<file path="config.mk">
export PLATFORM = sky130hd
export DESIGN_NAME = pls_ctrl
export DESIGN_NICKNAME = d
export VERILOG_FILES = /design/src/pls_pkg.sv /design/src/pls_ctrl.sv
export SDC_FILE = /design/constraint.sdc
export NUM_CORES = 1
export LEC_CHECK = 0
export BUFFER_PORTS_ARGS = -buffer_cell sky130_fd_sc_hd__buf_2
export CAP_MARGIN = 20
export CORE_MARGIN = 2
export CORE_UTILIZATION = 40
export CTS_CLUSTER_DIAMETER = 60
export DETAILED_ROUTE_END_ITERATION = 6
export MAX_ROUTING_LAYER = met4
export PLACE_DENSITY_LB_ADDON = 0.2
export SLEW_MARGIN = 25
export SYNTH_ARGS = -nofsm -noshare
export SYNTH_HDL_FRONTEND = slang
export SYNTH_SLANG_ARGS = --single-unit
</file>
<file path="constraint.sdc">
create_clock -name clock -period 3 [get_ports clock]
set_input_delay 0.9 -clock clock [delete_from_list [all_inputs] [get_ports clock]]
set_output_delay 0.9 -clock clock [all_outputs]
set_load 0.02 [all_outputs]
</file>
<file path="src/pls_pkg.sv">
package pls_pkg;

   // storage geometry
   localparam int CAPACITY   = 128;
   localparam int DATA_WIDTH = 32;
   localparam int IDX_W      = $clog2(CAPACITY);
   localparam int CNT_W      = $clog2(CAPACITY + 1);

   // word field widths
   localparam int KIND_W     = 4;
   localparam int POS_W      = 8;
   localparam int STATUS_W   = 3;
   localparam int LEN_W      = 8;

   // operation codes
   typedef enum logic [KIND_W-1:0] {
      KIND_INSERT     = KIND_W'(0),
      KIND_DELETE     = KIND_W'(1),
      KIND_READ       = KIND_W'(2),
      KIND_FIND       = KIND_W'(3),
      KIND_PUSH_FRONT = KIND_W'(4),
      KIND_PUSH_BACK  = KIND_W'(5),
      KIND_POP_FRONT  = KIND_W'(6),
      KIND_POP_BACK   = KIND_W'(7),
      KIND_CLEAR      = KIND_W'(8),
      KIND_SORT       = KIND_W'(9)
   } kind_type;

   // result status codes
   typedef enum logic [STATUS_W-1:0] {
      ST_OK        = STATUS_W'(0),
      ST_BAD_POS   = STATUS_W'(1),
      ST_FULL      = STATUS_W'(2),
      ST_EMPTY     = STATUS_W'(3),
      ST_NOT_FOUND = STATUS_W'(4)
   } status_type;

   // controller states
   typedef enum logic [3:0] {
      S_IDLE,
      S_DECIDE,
      S_SHIFT_UP,
      S_PUT_VAL,
      S_SHIFT_DOWN,
      S_CAPTURE,
      S_FIND,
      S_SORT_FIRST,
      S_SORT_WALK,
      S_SORT_END,
      S_FINISH
   } state_type;

   // read address source
   typedef enum logic [2:0] {
      RD_ZERO,
      RD_LAST,
      RD_TGT,
      RD_PREV,
      RD_NEXT
   } rd_sel_type;

   // write address source
   typedef enum logic [2:0] {
      WA_NEXT,
      WA_PREV,
      WA_TGT,
      WA_END,
      WA_LIM
   } wr_addr_type;

   // write data source
   typedef enum logic [1:0] {
      WD_READ,
      WD_VALUE,
      WD_MAX,
      WD_CARRY
   } wr_data_type;

   // element count update
   typedef enum logic [1:0] {
      CNT_HOLD,
      CNT_INC,
      CNT_DEC,
      CNT_CLEAR
   } cnt_op_type;

   // controller to datapath
   typedef struct packed {
      logic        latch_req;
      logic        rd_en;
      rd_sel_type  rd_sel;
      logic        wr_en;
      wr_addr_type wr_addr;
      wr_data_type wr_data;
      cnt_op_type  cnt_op;
      logic        carry_load;
      logic        carry_min;
      logic        lim_load;
      logic        lim_dec;
      logic        set_status;
      status_type  status;
      logic        clear_result;
      logic        take_data;
      logic        take_found;
      logic        rsp_load;
   } cmd_type;

   // datapath to controller
   typedef struct packed {
      kind_type kind;
      logic     pos_zero;
      logic     pos_over_cnt;
      logic     pos_over_next;
      logic     full;
      logic     empty;
      logic     cnt_le_one;
      logic     at_tgt;
      logic     at_last;
      logic     at_lim;
      logic     lim_is_one;
      logic     match;
   } stat_type;

endpackage

</file>
<file path="src/pls_ctrl.sv">
module pls_ctrl (
   input  logic              clock,
   input  logic              reset,
   input  logic              req_valid,
   output logic              req_stall,
   output logic              rsp_valid,
   input  logic              rsp_stall,
   input  pls_pkg::stat_type stat,
   output pls_pkg::cmd_type  cmd
);
   import pls_pkg::*;

   state_type state_ff, state_in;
   logic      rsp_valid_ff, rsp_valid_in;

   // state and output word flag
   always_ff @(posedge clock) begin
      if (reset) begin
         state_ff     <= S_IDLE;
         rsp_valid_ff <= 1'b0;
      end else begin
         state_ff     <= state_in;
         rsp_valid_ff <= rsp_valid_in;
      end
   end

   assign req_stall = (state_ff != S_IDLE);
   assign rsp_valid = rsp_valid_ff;

   // next state and commands
   always_comb begin
      state_in     = state_ff;
      cmd          = '0;
      cmd.rd_sel   = RD_ZERO;
      cmd.wr_addr  = WA_END;
      cmd.wr_data  = WD_READ;
      cmd.cnt_op   = CNT_HOLD;
      cmd.status   = ST_OK;
      rsp_valid_in = rsp_valid_ff && rsp_stall;

      unique case (state_ff)
         S_IDLE: begin
            if (req_valid) begin
               cmd.latch_req = 1'b1;
               state_in      = S_DECIDE;
            end
         end

         // check the request and start the walk it needs
         S_DECIDE: begin
            cmd.clear_result = 1'b1;
            cmd.set_status   = 1'b1;
            state_in         = S_FINISH;
            unique case (stat.kind)
               KIND_INSERT: begin
                  if (stat.pos_zero || stat.pos_over_next) begin
                     cmd.status = ST_BAD_POS;
                  end else if (stat.full) begin
                     cmd.status = ST_FULL;
                  end else if (stat.pos_over_cnt) begin
                     cmd.wr_en   = 1'b1;
                     cmd.wr_addr = WA_END;
                     cmd.wr_data = WD_VALUE;
                     cmd.cnt_op  = CNT_INC;
                  end else begin
                     cmd.rd_en  = 1'b1;
                     cmd.rd_sel = RD_LAST;
                     state_in   = S_SHIFT_UP;
                  end
               end
               KIND_PUSH_FRONT: begin
                  if (stat.full) begin
                     cmd.status = ST_FULL;
                  end else if (stat.empty) begin
                     cmd.wr_en   = 1'b1;
                     cmd.wr_addr = WA_END;
                     cmd.wr_data = WD_VALUE;
                     cmd.cnt_op  = CNT_INC;
                  end else begin
                     cmd.rd_en  = 1'b1;
                     cmd.rd_sel = RD_LAST;
                     state_in   = S_SHIFT_UP;
                  end
               end
               KIND_PUSH_BACK: begin
                  if (stat.full) begin
                     cmd.status = ST_FULL;
                  end else begin
                     cmd.wr_en   = 1'b1;
                     cmd.wr_addr = WA_END;
                     cmd.wr_data = WD_VALUE;
                     cmd.cnt_op  = CNT_INC;
                  end
               end
               KIND_DELETE, KIND_READ: begin
                  if (stat.empty) begin
                     cmd.status = ST_EMPTY;
                  end else if (stat.pos_zero || stat.pos_over_cnt) begin
                     cmd.status = ST_BAD_POS;
                  end else begin
                     cmd.rd_en  = 1'b1;
                     cmd.rd_sel = RD_TGT;
                     state_in   = (stat.kind == KIND_DELETE) ? S_SHIFT_DOWN : S_CAPTURE;
                  end
               end
               KIND_POP_FRONT: begin
                  if (stat.empty) begin
                     cmd.status = ST_EMPTY;
                  end else begin
                     cmd.rd_en  = 1'b1;
                     cmd.rd_sel = RD_TGT;
                     state_in   = S_SHIFT_DOWN;
                  end
               end
               KIND_POP_BACK: begin
                  if (stat.empty) begin
                     cmd.status = ST_EMPTY;
                  end else begin
                     cmd.rd_en  = 1'b1;
                     cmd.rd_sel = RD_LAST;
                     state_in   = S_CAPTURE;
                  end
               end
               KIND_FIND: begin
                  cmd.status = ST_NOT_FOUND;
                  if (!stat.empty) begin
                     cmd.rd_en  = 1'b1;
                     cmd.rd_sel = RD_ZERO;
                     state_in   = S_FIND;
                  end
               end
               KIND_CLEAR: begin
                  cmd.cnt_op = CNT_CLEAR;
               end
               KIND_SORT: begin
                  if (!stat.cnt_le_one) begin
                     cmd.rd_en    = 1'b1;
                     cmd.rd_sel   = RD_ZERO;
                     cmd.lim_load = 1'b1;
                     state_in     = S_SORT_FIRST;
                  end
               end
               default: begin
               end
            endcase
         end

         // move elements up one place, top first
         S_SHIFT_UP: begin
            cmd.wr_en   = 1'b1;
            cmd.wr_addr = WA_NEXT;
            cmd.wr_data = WD_READ;
            if (stat.at_tgt) begin
               state_in = S_PUT_VAL;
            end else begin
               cmd.rd_en  = 1'b1;
               cmd.rd_sel = RD_PREV;
            end
         end

         S_PUT_VAL: begin
            cmd.wr_en   = 1'b1;
            cmd.wr_addr = WA_TGT;
            cmd.wr_data = WD_VALUE;
            cmd.cnt_op  = CNT_INC;
            state_in    = S_FINISH;
         end

         // take the removed element, then close the gap
         S_SHIFT_DOWN: begin
            if (stat.at_tgt) begin
               cmd.take_data = 1'b1;
            end else begin
               cmd.wr_en   = 1'b1;
               cmd.wr_addr = WA_PREV;
               cmd.wr_data = WD_READ;
            end
            if (stat.at_last) begin
               cmd.cnt_op = CNT_DEC;
               state_in   = S_FINISH;
            end else begin
               cmd.rd_en  = 1'b1;
               cmd.rd_sel = RD_NEXT;
            end
         end

         S_CAPTURE: begin
            cmd.take_data = 1'b1;
            if (stat.kind == KIND_POP_BACK) begin
               cmd.cnt_op = CNT_DEC;
            end
            state_in = S_FINISH;
         end

         // linear search from the front
         S_FIND: begin
            priority if (stat.match) begin
               cmd.set_status = 1'b1;
               cmd.status     = ST_OK;
               cmd.take_found = 1'b1;
               state_in       = S_FINISH;
            end else if (stat.at_last) begin
               state_in = S_FINISH;
            end else begin
               cmd.rd_en  = 1'b1;
               cmd.rd_sel = RD_NEXT;
            end
         end

         // one bubble pass: carry the smaller element to the pass end
         S_SORT_FIRST: begin
            cmd.carry_load = 1'b1;
            cmd.rd_en      = 1'b1;
            cmd.rd_sel     = RD_NEXT;
            state_in       = S_SORT_WALK;
         end

         S_SORT_WALK: begin
            cmd.wr_en     = 1'b1;
            cmd.wr_addr   = WA_PREV;
            cmd.wr_data   = WD_MAX;
            cmd.carry_min = 1'b1;
            if (stat.at_lim) begin
               state_in = S_SORT_END;
            end else begin
               cmd.rd_en  = 1'b1;
               cmd.rd_sel = RD_NEXT;
            end
         end

         S_SORT_END: begin
            cmd.wr_en   = 1'b1;
            cmd.wr_addr = WA_LIM;
            cmd.wr_data = WD_CARRY;
            if (stat.lim_is_one) begin
               state_in = S_FINISH;
            end else begin
               cmd.lim_dec = 1'b1;
               cmd.rd_en   = 1'b1;
               cmd.rd_sel  = RD_ZERO;
               state_in    = S_SORT_FIRST;
            end
         end

         // hand the result to the output register once it is free
         S_FINISH: begin
            if (!rsp_valid_ff || !rsp_stall) begin
               cmd.rsp_load = 1'b1;
               rsp_valid_in = 1'b1;
               state_in     = S_IDLE;
            end
         end

         default: begin
            state_in = S_IDLE;
         end
      endcase
   end

endmodule

</file>
==> results of run 1 <==
final timing paths:
| path | to | slack, ns |
|---|---|---|
| worst max-delay path | cmd[23] | 0.03 |
| worst max register to register | state_ff[3] | 1.29 |
| worst min-delay path | rsp_valid | 0.52 |
| worst min register to register | rsp_valid | 0.52 |
timing repair:
item | CTS | global route
gates cloned | 0 | 0
gates resized for setup | 18 | 19
buffers inserted | 5 | 2
pin swaps | 7 | 10
endpoints found under the setup margin | 3 | 8
worst register-to-register path, delay by kind of cell, from the launching register on:
kind                   cells  cell delay (ns)
AOI/OAI and AO/OA          2             0.30
DFF                        1             0.40
buffers and inverters      2             0.49
and+or+nand+nor            2             0.41
power by group:
group / internal [W] / switching [W] / total [W] / leakage, nW
Sequential: 0.0000880 / 0.0000334 / 0.000121 / 0.0408
Combinational: 0.000333 / 0.000535 / 0.000868 / 0.644
Clock: 0.0000502 / 0.0000269 / 0.0000772 / 0.0150
logic make-up (layout without fill, tap and decap cells):
group / Yosys count / in the layout
AND/OR/NAND/NOR: 73 / 73
flip-flops: 5 / 5
multiplexers: 2 / 2
AO/OA/AOI/OAI: 52 / 52
buffers and inverters: 19 / 81
XOR/XNOR: 2 / 2
per-stage QoR:
| stage | instance area [µm²] | worst slack [ns] |
|---|---|---|
| final | 1520 | 0.0269 |
| after global routing | 1520 | -0.0367 |
| after CTS | 1420 | 0.000149 |
| after detailed placement | 1290 | -0.0652 |
| after global placement | 1290 | -0.0353 |
| after floorplan | 967 | -0.0220 |
cell usage in the layout (no fill, tap or decap), types with 3 or more instances in the layout:
cell,count
buf_2,37
nor3_1,6
a31oi_1,4
nor2_2,5
nor2_1,14
o21ai_1,3
inv_1,6
clkbuf_4,3
dfxtp_1,5
buf_6,6
buf_4,25
a21oi_1,13
nand2_1,15
o31ai_1,4
nand3_1,5
nand2b_1,5
and3_1,3
o22ai_1,4
o21ai_0,6
layer usage:
metal	track usage (%)	wire length (µm)	up-vias
met5	-	0	-
met3	2.57	243	8
li1	-	-	689
met2	39.6	1690	66
met1	35.4	1500	650
met4	11.1	59	0
cell type report:
cell class	count	share of cell area, %
Multi-Input combinational cell	129	57.0
Timing Repair Buffer	69	30.0
Sequential cell	5	6.60
Inverter	8	2.31
Tap cell	28	2.31
Clock buffer	4	1.73
state kept, by name (all words and copies together) (netlist names):
| signal | count |
|---|---|
| state_ff | 4 |
| rsp_valid | 1 |
==> flow_summary.ini, run 1 <==
[sta]
drv_slew = 0
setup_viol = 0
setup_tns_ns = 0
whs_ns = 0.517
final.period_utilization_pct = 99.1
period_needed_ns = 2.97
relSlewSlack_pct = 72.6
fmax_mhz = 336
finalHoldViolations = 0
fin_skew_ns = 0.00341
worstMarginPinSlew_ns = 0.409

[synthesis]
ys_top_cells_by_count = nor2_1, nand2_1, a21oi_1, o21ai_0, nor3_1
netlist-cell-type-count = 49
synth-simple-area-share_pct = 39.8
synth_top_family_by_area = simple AND/OR/NAND/NOR gates
synth_mux_area_share_pct = 2.25
yosysTopAreaCellShare_pct = 10.6
ys_warn_count = 0
synth-xor-area-share_pct = 1.85
synthArstFlopShare_pct = 0
yosysTopAreaCell = dfxtp_1
synth-seq-area-share_pct = 10.6
ys.flop_type = dfxtp_1
synth_compound_area_share_pct = 35.5
synth.avg_cell_area_um2 = 6.19
ys_ff_latch = 5
netlist_instances = 153
syn_nets = 172
synthesis.area_um2 = 947
synth.area.top_cells = dfxtp_1, nor2_1, a21oi_1
synth_fa_ha_area_share_pct = 0
synth_edf_count = 0
synth_most_common_cell = nor2_1

[finish]
fill_cells = 192
diodes = 0
nets = 235
syn_to_final_growth_pct = 60.2
post_layout_nonfiller_instances = 243
seq_area_um2 = 100
drive_gt1_share_pct = 45.6
multi_input_area_um2 = 866
utilization_pct = 68.0

[floorplan]
die_area_um2 = 2770
io_pins = 46
initial_core_util_pct = 42.4
fp.coreArea_um2 = 2230
dieHeight_um = 52.7
rows = 17
die_x_um = 52.7

[clocking]
h-tree-depth = 1
cts_buffers = 3
clk_pin_slew_ns = 0.04
clock-sinks = 5
cts_hold_buffers = 0
clockBufferDepth = 2
insertion_delay_ns = 0.24
cts_tree = yes
clockRootBuffer = clkbuf_4

[worst_setup_path]
crit_slowest_cell = buf_4
critical_path_depth = 9
slowest_delay_ns = 0.17
crit_path_start = stat[13]
start_kind = input port
crit_buf_inv = 4
reg2reg_from = state_ff[0]
end_kind = primary output
crit_required_ns = 2.10
reg2reg_depth = 6
crit_path_cell_trace = buf_6 > buf_6 > nor2b_4 > buf_4 > nand2_1 > nand3_1 > nor2_2 > o221ai_2 > buf_4
cp_max_fo = 8
crit_type = in2out
critPathArrivalTime_ns = 2.07
critPathTopFamily = simple AND/OR/NAND/NOR gates

[global_route]
grt_first_pass_wirelength_um = 5350
antenna_found_initial = 0
grt_max_degree = 18
grt_pass1_vias = 1183
track_usage_pct = 26.2
overflow = 0

[route]
dr.pass1.iters = 4
via_per_inst = 5.81
wl_per_cell_um = 14.4
drt_wl_total_um = 3490
via_count = 1413
remaining_drc_errors = 0
drtIter0Drc = 56
antenna_left = 0

[min_path]
worst_hold_path_type = reg2reg
holdPathStages = 2
hp-start = rsp_valid

[status]
outcome = finished, final reports clean

[placement]
dp_hpwl_um = 2560
placed_cells = 232
numPortBuffers = 45
gp_congestion = 0.952

[power_and_ir_drop]
leakage_nw = 0.699
power_density_nw_per_um2 = 702
ir_worst_vdd_v = 0.000571
finalPower_w = 0.00107

[run]
max-cap-violations = 0
No activity file was read; power rests on OpenSTA's default activity.
==> run 2, diff against run 1 <==
==> constraint.sdc (replaced) <==
create_clock -name clock -period 3.4 [get_ports clock]
set_input_delay 1.02 -clock clock [delete_from_list [all_inputs] [get_ports clock]]
set_output_delay 1.02 -clock clock [all_outputs]
set_load 0.02 [all_outputs]
==> flow_summary.ini, run 2 (synthesis results as in run 1) <==
[status]
outcome = finished, final reports clean

[sta]
rsz0062_at_grt = false
final.period_utilization_pct = 97.9
worstMarginPinSlew_ns = 0.513
drv_slew = 0
finalHoldViolations = 0
fmax_mhz = 301
setup_tns_ns = 0
relSlewSlack_pct = 65.8
period_needed_ns = 3.33
fin_skew_ns = 0.00170
setup_viol = 0

[power_and_ir_drop]
p_switching_w = 0.000506
pwr-share-seq_pct = 13.5
power_density_nw_per_um2 = 706
leakage_nw = 0.584
p_comb_share_pct = 79.2
sw_frac_of_total_pct = 56.8
ir_worst_vdd_v = 0.000455
clkPwrFrac_pct = 7.2
p_int_w = 0.000384

[finish]
nets = 219
multi_input_area_um2 = 776
diodes = 0
largest_reg_flops = 4
drive_gt1_share_pct = 34.2
final_cell_mix = buf_2, nor2_1, nand2_1, a21oi_1
mostFrequentLayoutCell = buf_2
postLayoutCellArea_um2 = 1260
fill_cells = 239
seq_area_um2 = 100
top_register = state_ff
syn_to_final_growth_pct = 33.0

[global_route]
grt_pass1_vias = 1109
antenna_found_initial = 0
grt_first_pass_wirelength_um = 5040
overflow = 0
track_usage_pct = 23.8
grt_max_degree = 18

[worst_setup_path]
reg2reg_from = state_ff[0]
crit_slowest_cell = buf_2
slowest_delay_ns = 0.19
reg2reg_depth = 6
crit_required_ns = 2.38
end_kind = primary output
cp_max_fo = 8
path_common_cell = buf_2
reg2reg_slack_ns = 1.62
crit_buf_inv = 3
reg2reg_to = state_ff[0]
start_kind = input port
critPathArrivalTime_ns = 2.31
critPathTopFamily = buffers and inverters
crit_path_cell_trace = buf_2 > buf_4 > nor2_1 > nand3_1 > o22ai_1 > nand4_1 > o211ai_1 > buf_2
crit_type = in2out

[run]
max-cap-violations = 0

[min_path]
whs_endpoint = rsp_valid
hp-start = rsp_valid
worst_hold_path_type = reg2reg
holdPathStages = 2

[floorplan]
initial_core_util_pct = 42.4
io_pins = 46
dieHeight_um = 52.7
rows = 17
die_x_um = 52.7
fp.coreArea_um2 = 2230
die_area_um2 = 2770

[route]
drtIter0Drc = 67
via_count = 1346
dr.pass1.iters = 4
antenna_left = 0
wl_per_cell_um = 14.0
via_per_inst = 5.93
remaining_drc_errors = 0
drt_wl_total_um = 3180

[clocking]
clk_pin_slew_ns = 0.04
h-tree-depth = 1
cts_tree = yes
clockRootBuffer = clkbuf_4
insertion_delay_ns = 0.23
clock-sinks = 5
cts_buffers = 3
clockBufferDepth = 2
postCtsSetupRepairBufs = 0

[placement]
place_area_um2 = 1210
numPortBuffers = 45
gp_congestion = 0.898
dp_hpwl_um = 2490
[run 2: changes by cell type in the layout (fill, tap and decap cells not counted), moves of 2 or more]
cell	previous run	this run
nor2b_1	2	4
buf_4	25	9
nor2_1	14	19
buf_6	6	0
o21ai_1	3	0
nor2_2	5	0
o21ai_0	6	9
buf_2	37	44
[run 2: how the worst max path moves through the flow]
stage                         from  endpoint  slack [ns]  cells past startpoint
after floorplan           stat[13]   cmd[21]        0.07                      5
after global placement    stat[12]   cmd[20]        0.08                      7
after detailed placement   stat[6]   cmd[21]        0.06                      7
after CTS                 stat[13]   cmd[21]        0.05                      7
after global routing      stat[13]   cmd[21]       0.003                      7
final                     stat[13]   cmd[19]        0.07                      8
[run 2: worst reg2reg max path, stage by stage, from the launching register on]
cell and delay (ns):
dfxtp_1 0.54, nand2b_4 0.08, or3_1 0.46, clkinv_4 0.12, o21ai_2 0.09, a311o_1 0.29, a21oi_2 0.13
[run 2: cell type report]
| type | count | share of cell area (%) |
|---|---|---|
| repair buffers | 53 | 22.8 |
| flip-flops and latches | 5 | 7.94 |
| well taps | 28 | 2.78 |
| multi-input cells | 129 | 61.6 |
| clock buffers | 4 | 2.09 |
| inverters | 8 | 2.78 |
[run 2: timing repair]
action	CTS	global route
hold endpoints to repair	0	0
hold buffers	0	0
endpoints found under the setup margin	0	2
gates resized for setup	0	4
[run 2: layer usage]
| layer | GRT usage (%) | share of wire [%] | vias up |
|---|---|---|---|
| met3 | 2.00 | 7.0 | 6 |
| met5 | - | 0 | - |
| met1 | 32.5 | 44 | 621 |
| met4 | 4.70 | 0.94 | 0 |
| met2 | 38.3 | 48 | 67 |
| li1 | - | - | 652 |
[run 2: per-stage QoR]
stage / hold slack (ns) / utilization (%) / power, W / cells / setup slack (ns)
3_5_place_dp: 0.535 / 54.3 / 0.000815 / 223 / 0.0629
4_1_cts: 0.543 / 55.5 / 0.000883 / 227 / 0.0467
5_1_grt: 0.584 / 56.4 / 0.000963 / 227 / 0.00320
6_report: 0.543 / 56.4 / 0.000890 / 227 / 0.0727
3_3_place_gp: 0.516 / 54.3 / 0.000808 / 223 / 0.0818
2_1_floorplan: 0.581 / - / 0.000629 / 153 / 0.0656
[run 2: power groups by stage]
stage,combinational (W),sequential [W],clock [W]
2_1_floorplan,0.000544,0.0000845,0
3_3_place_gp,0.000688,0.000120,0
6_report,0.000705,0.000120,0.0000643
4_1_cts,0.000698,0.000119,0.0000658
5_1_grt,0.000766,0.000123,0.0000734
3_5_place_dp,0.000695,0.000120,0
==> run 3, diff against run 2 <==
--- a/config.mk
+++ b/config.mk
@@ -7,6 +7,7 @@
 export LEC_CHECK = 0
 export BUFFER_PORTS_ARGS = -buffer_cell sky130_fd_sc_hd__buf_2
 export CAP_MARGIN = 20
+export CORE_ASPECT_RATIO = 0.8
 export CORE_MARGIN = 2
 export CORE_UTILIZATION = 40
 export CTS_CLUSTER_DIAMETER = 60
==> flow_summary.ini, run 3 (synthesis results as in run 1) <==
[worst_setup_path]
crit_path_cell_trace = buf_2 > nor2b_1 > nand2_1 > nand3_1 > nor2_1 > o221ai_1 > buf_4
slowest_delay_ns = 0.32
crit_type = in2out
critPathArrivalTime_ns = 2.28
reg2reg_depth = 6
start_kind = input port
reg2reg_to = state_ff[0]
reg2reg_slack_ns = 1.44
end_kind = primary output
crit_slowest_cell = nor2b_1
crit_required_ns = 2.38
reg2reg_from = state_ff[0]
cp_max_fo = 12
crit_path_start = stat[12]

[global_route]
grt_first_pass_wirelength_um = 4940
grt_max_degree = 18
antenna_found_initial = 0
grt_pass1_vias = 1100
overflow = 0
track_usage_pct = 23.8

[sta]
setup_viol = 0
setup_tns_ns = 0
worstMarginPinSlew_ns = 0.612
drv_slew = 0
period_needed_ns = 3.30
finalHoldViolations = 0
fin_skew_ns = 0.00545
final.period_utilization_pct = 97.2
fmax_mhz = 303
whs_ns = 0.525
relSlewSlack_pct = 59.1

[power_and_ir_drop]
pwr-share-seq_pct = 15.6
power_density_nw_per_um2 = 691
p_switching_w = 0.000504
ir_worst_vdd_v = 0.000468
p_int_w = 0.000389
clkPwrFrac_pct = 7.6
leakage_nw = 0.599
p_comb_share_pct = 76.7
sw_frac_of_total_pct = 56.4
finalPower_w = 0.000893

[clocking]
cts_buffers = 3
clock-sinks = 5
insertion_delay_ns = 0.24
clockBufferDepth = 2
h-tree-depth = 1
clk_pin_slew_ns = 0.05
cts_hold_buffers = 0
clockRootBuffer = clkbuf_4
cts_tree = yes

[floorplan]
die_x_um = 58.4
initial_core_util_pct = 43.1
fp.coreArea_um2 = 2200
dieHeight_um = 47.5
rows = 15
io_pins = 46
die_area_um2 = 2780

[route]
via_count = 1346
remaining_drc_errors = 0
drt_wl_total_um = 3250
drtIter0Drc = 58
antenna_left = 0
wl_per_cell_um = 14.4
via_per_inst = 5.96
dr.pass1.iters = 5

[min_path]
whs_endpoint = rsp_valid
worst_hold_path_type = reg2reg
hp-start = rsp_valid
holdPathStages = 2

[finish]
mostFrequentLayoutCell = buf_2
largest_reg_flops = 4
drive_gt1_share_pct = 36.3
diodes = 0
final_cell_mix = buf_2, nor2_1, nand2_1, a21oi_1, buf_4
nets = 221
syn_to_final_growth_pct = 36.5
top_register = state_ff

[placement]
gp_congestion = 1.01
numPortBuffers = 45
dp_hpwl_um = 2470

[status]
outcome = finished, final reports clean

[run]
max-cap-violations = 0
-- run 3: layout make-up --
type | count | area, µm²
Tap cell | 25 | 31.3
Fill cell | 207 | 903
Clock buffer | 4 | 26.3
Inverter | 8 | 35.0
Multi-Input combinational cell | 129 | 786
Timing Repair Buffer | 55 | 314
Sequential cell | 5 | 100
-- run 3: how the worst max path moves through the flow --
| stage | end | slack, ns | cells after the start |
|---|---|---|---|
| 6_report | cmd[23] | 0.1 | 7 |
| 5_1_grt | cmd[23] | -0.01 | 7 |
| 4_1_cts | cmd[19] | 0.03 | 8 |
| 3_5_place_dp | cmd[19] | 0.03 | 8 |
| 3_3_place_gp | cmd[21] | 0.08 | 7 |
| 2_1_floorplan | cmd[21] | 0.07 | 5 |
-- run 3: critical path: cells and delay by family --
| family | cells | cell delay, ns |
|---|---|---|
| AOI/OAI and AO/OA | 1 | 0.17 |
| buffers and inverters | 2 | 0.41 |
| and+or+nand+nor | 4 | 0.69 |
-- run 3: metal layers --
metal  routed length [µm]  GRT usage [%]
met1                 1450           34.2
met2                 1430           34.8
met3                  302           2.16
met4                   53           7.91
met5                    0              -
-- run 3: timing repair --
action,4_1_cts,5_1_grt
endpoints found under the setup margin,0,6
setup buffers,0,1
gates resized for setup,0,13
-- run 3: through the flow --
step	cell area [µm²]	cells	util, %	setup slack (ns)
after floorplan	952	153	-	0.0656
after detailed placement	1220	221	55.4	0.0323
after global routing	1290	226	58.9	-0.0111
final	1290	226	58.9	0.0957
after global placement	1220	221	55.4	0.0844
after CTS	1240	225	56.6	0.0260
-- run 3: power groups by stage --
stage               Combinational, W   Clock, W  Sequential (W)
CTS                         0.000664  0.0000718        0.000138
floorplan                   0.000544          0       0.0000845
global placement            0.000656          0        0.000138
finish                      0.000685  0.0000682        0.000140
global route                0.000745  0.0000742        0.000147
detailed placement          0.000661          0        0.000139
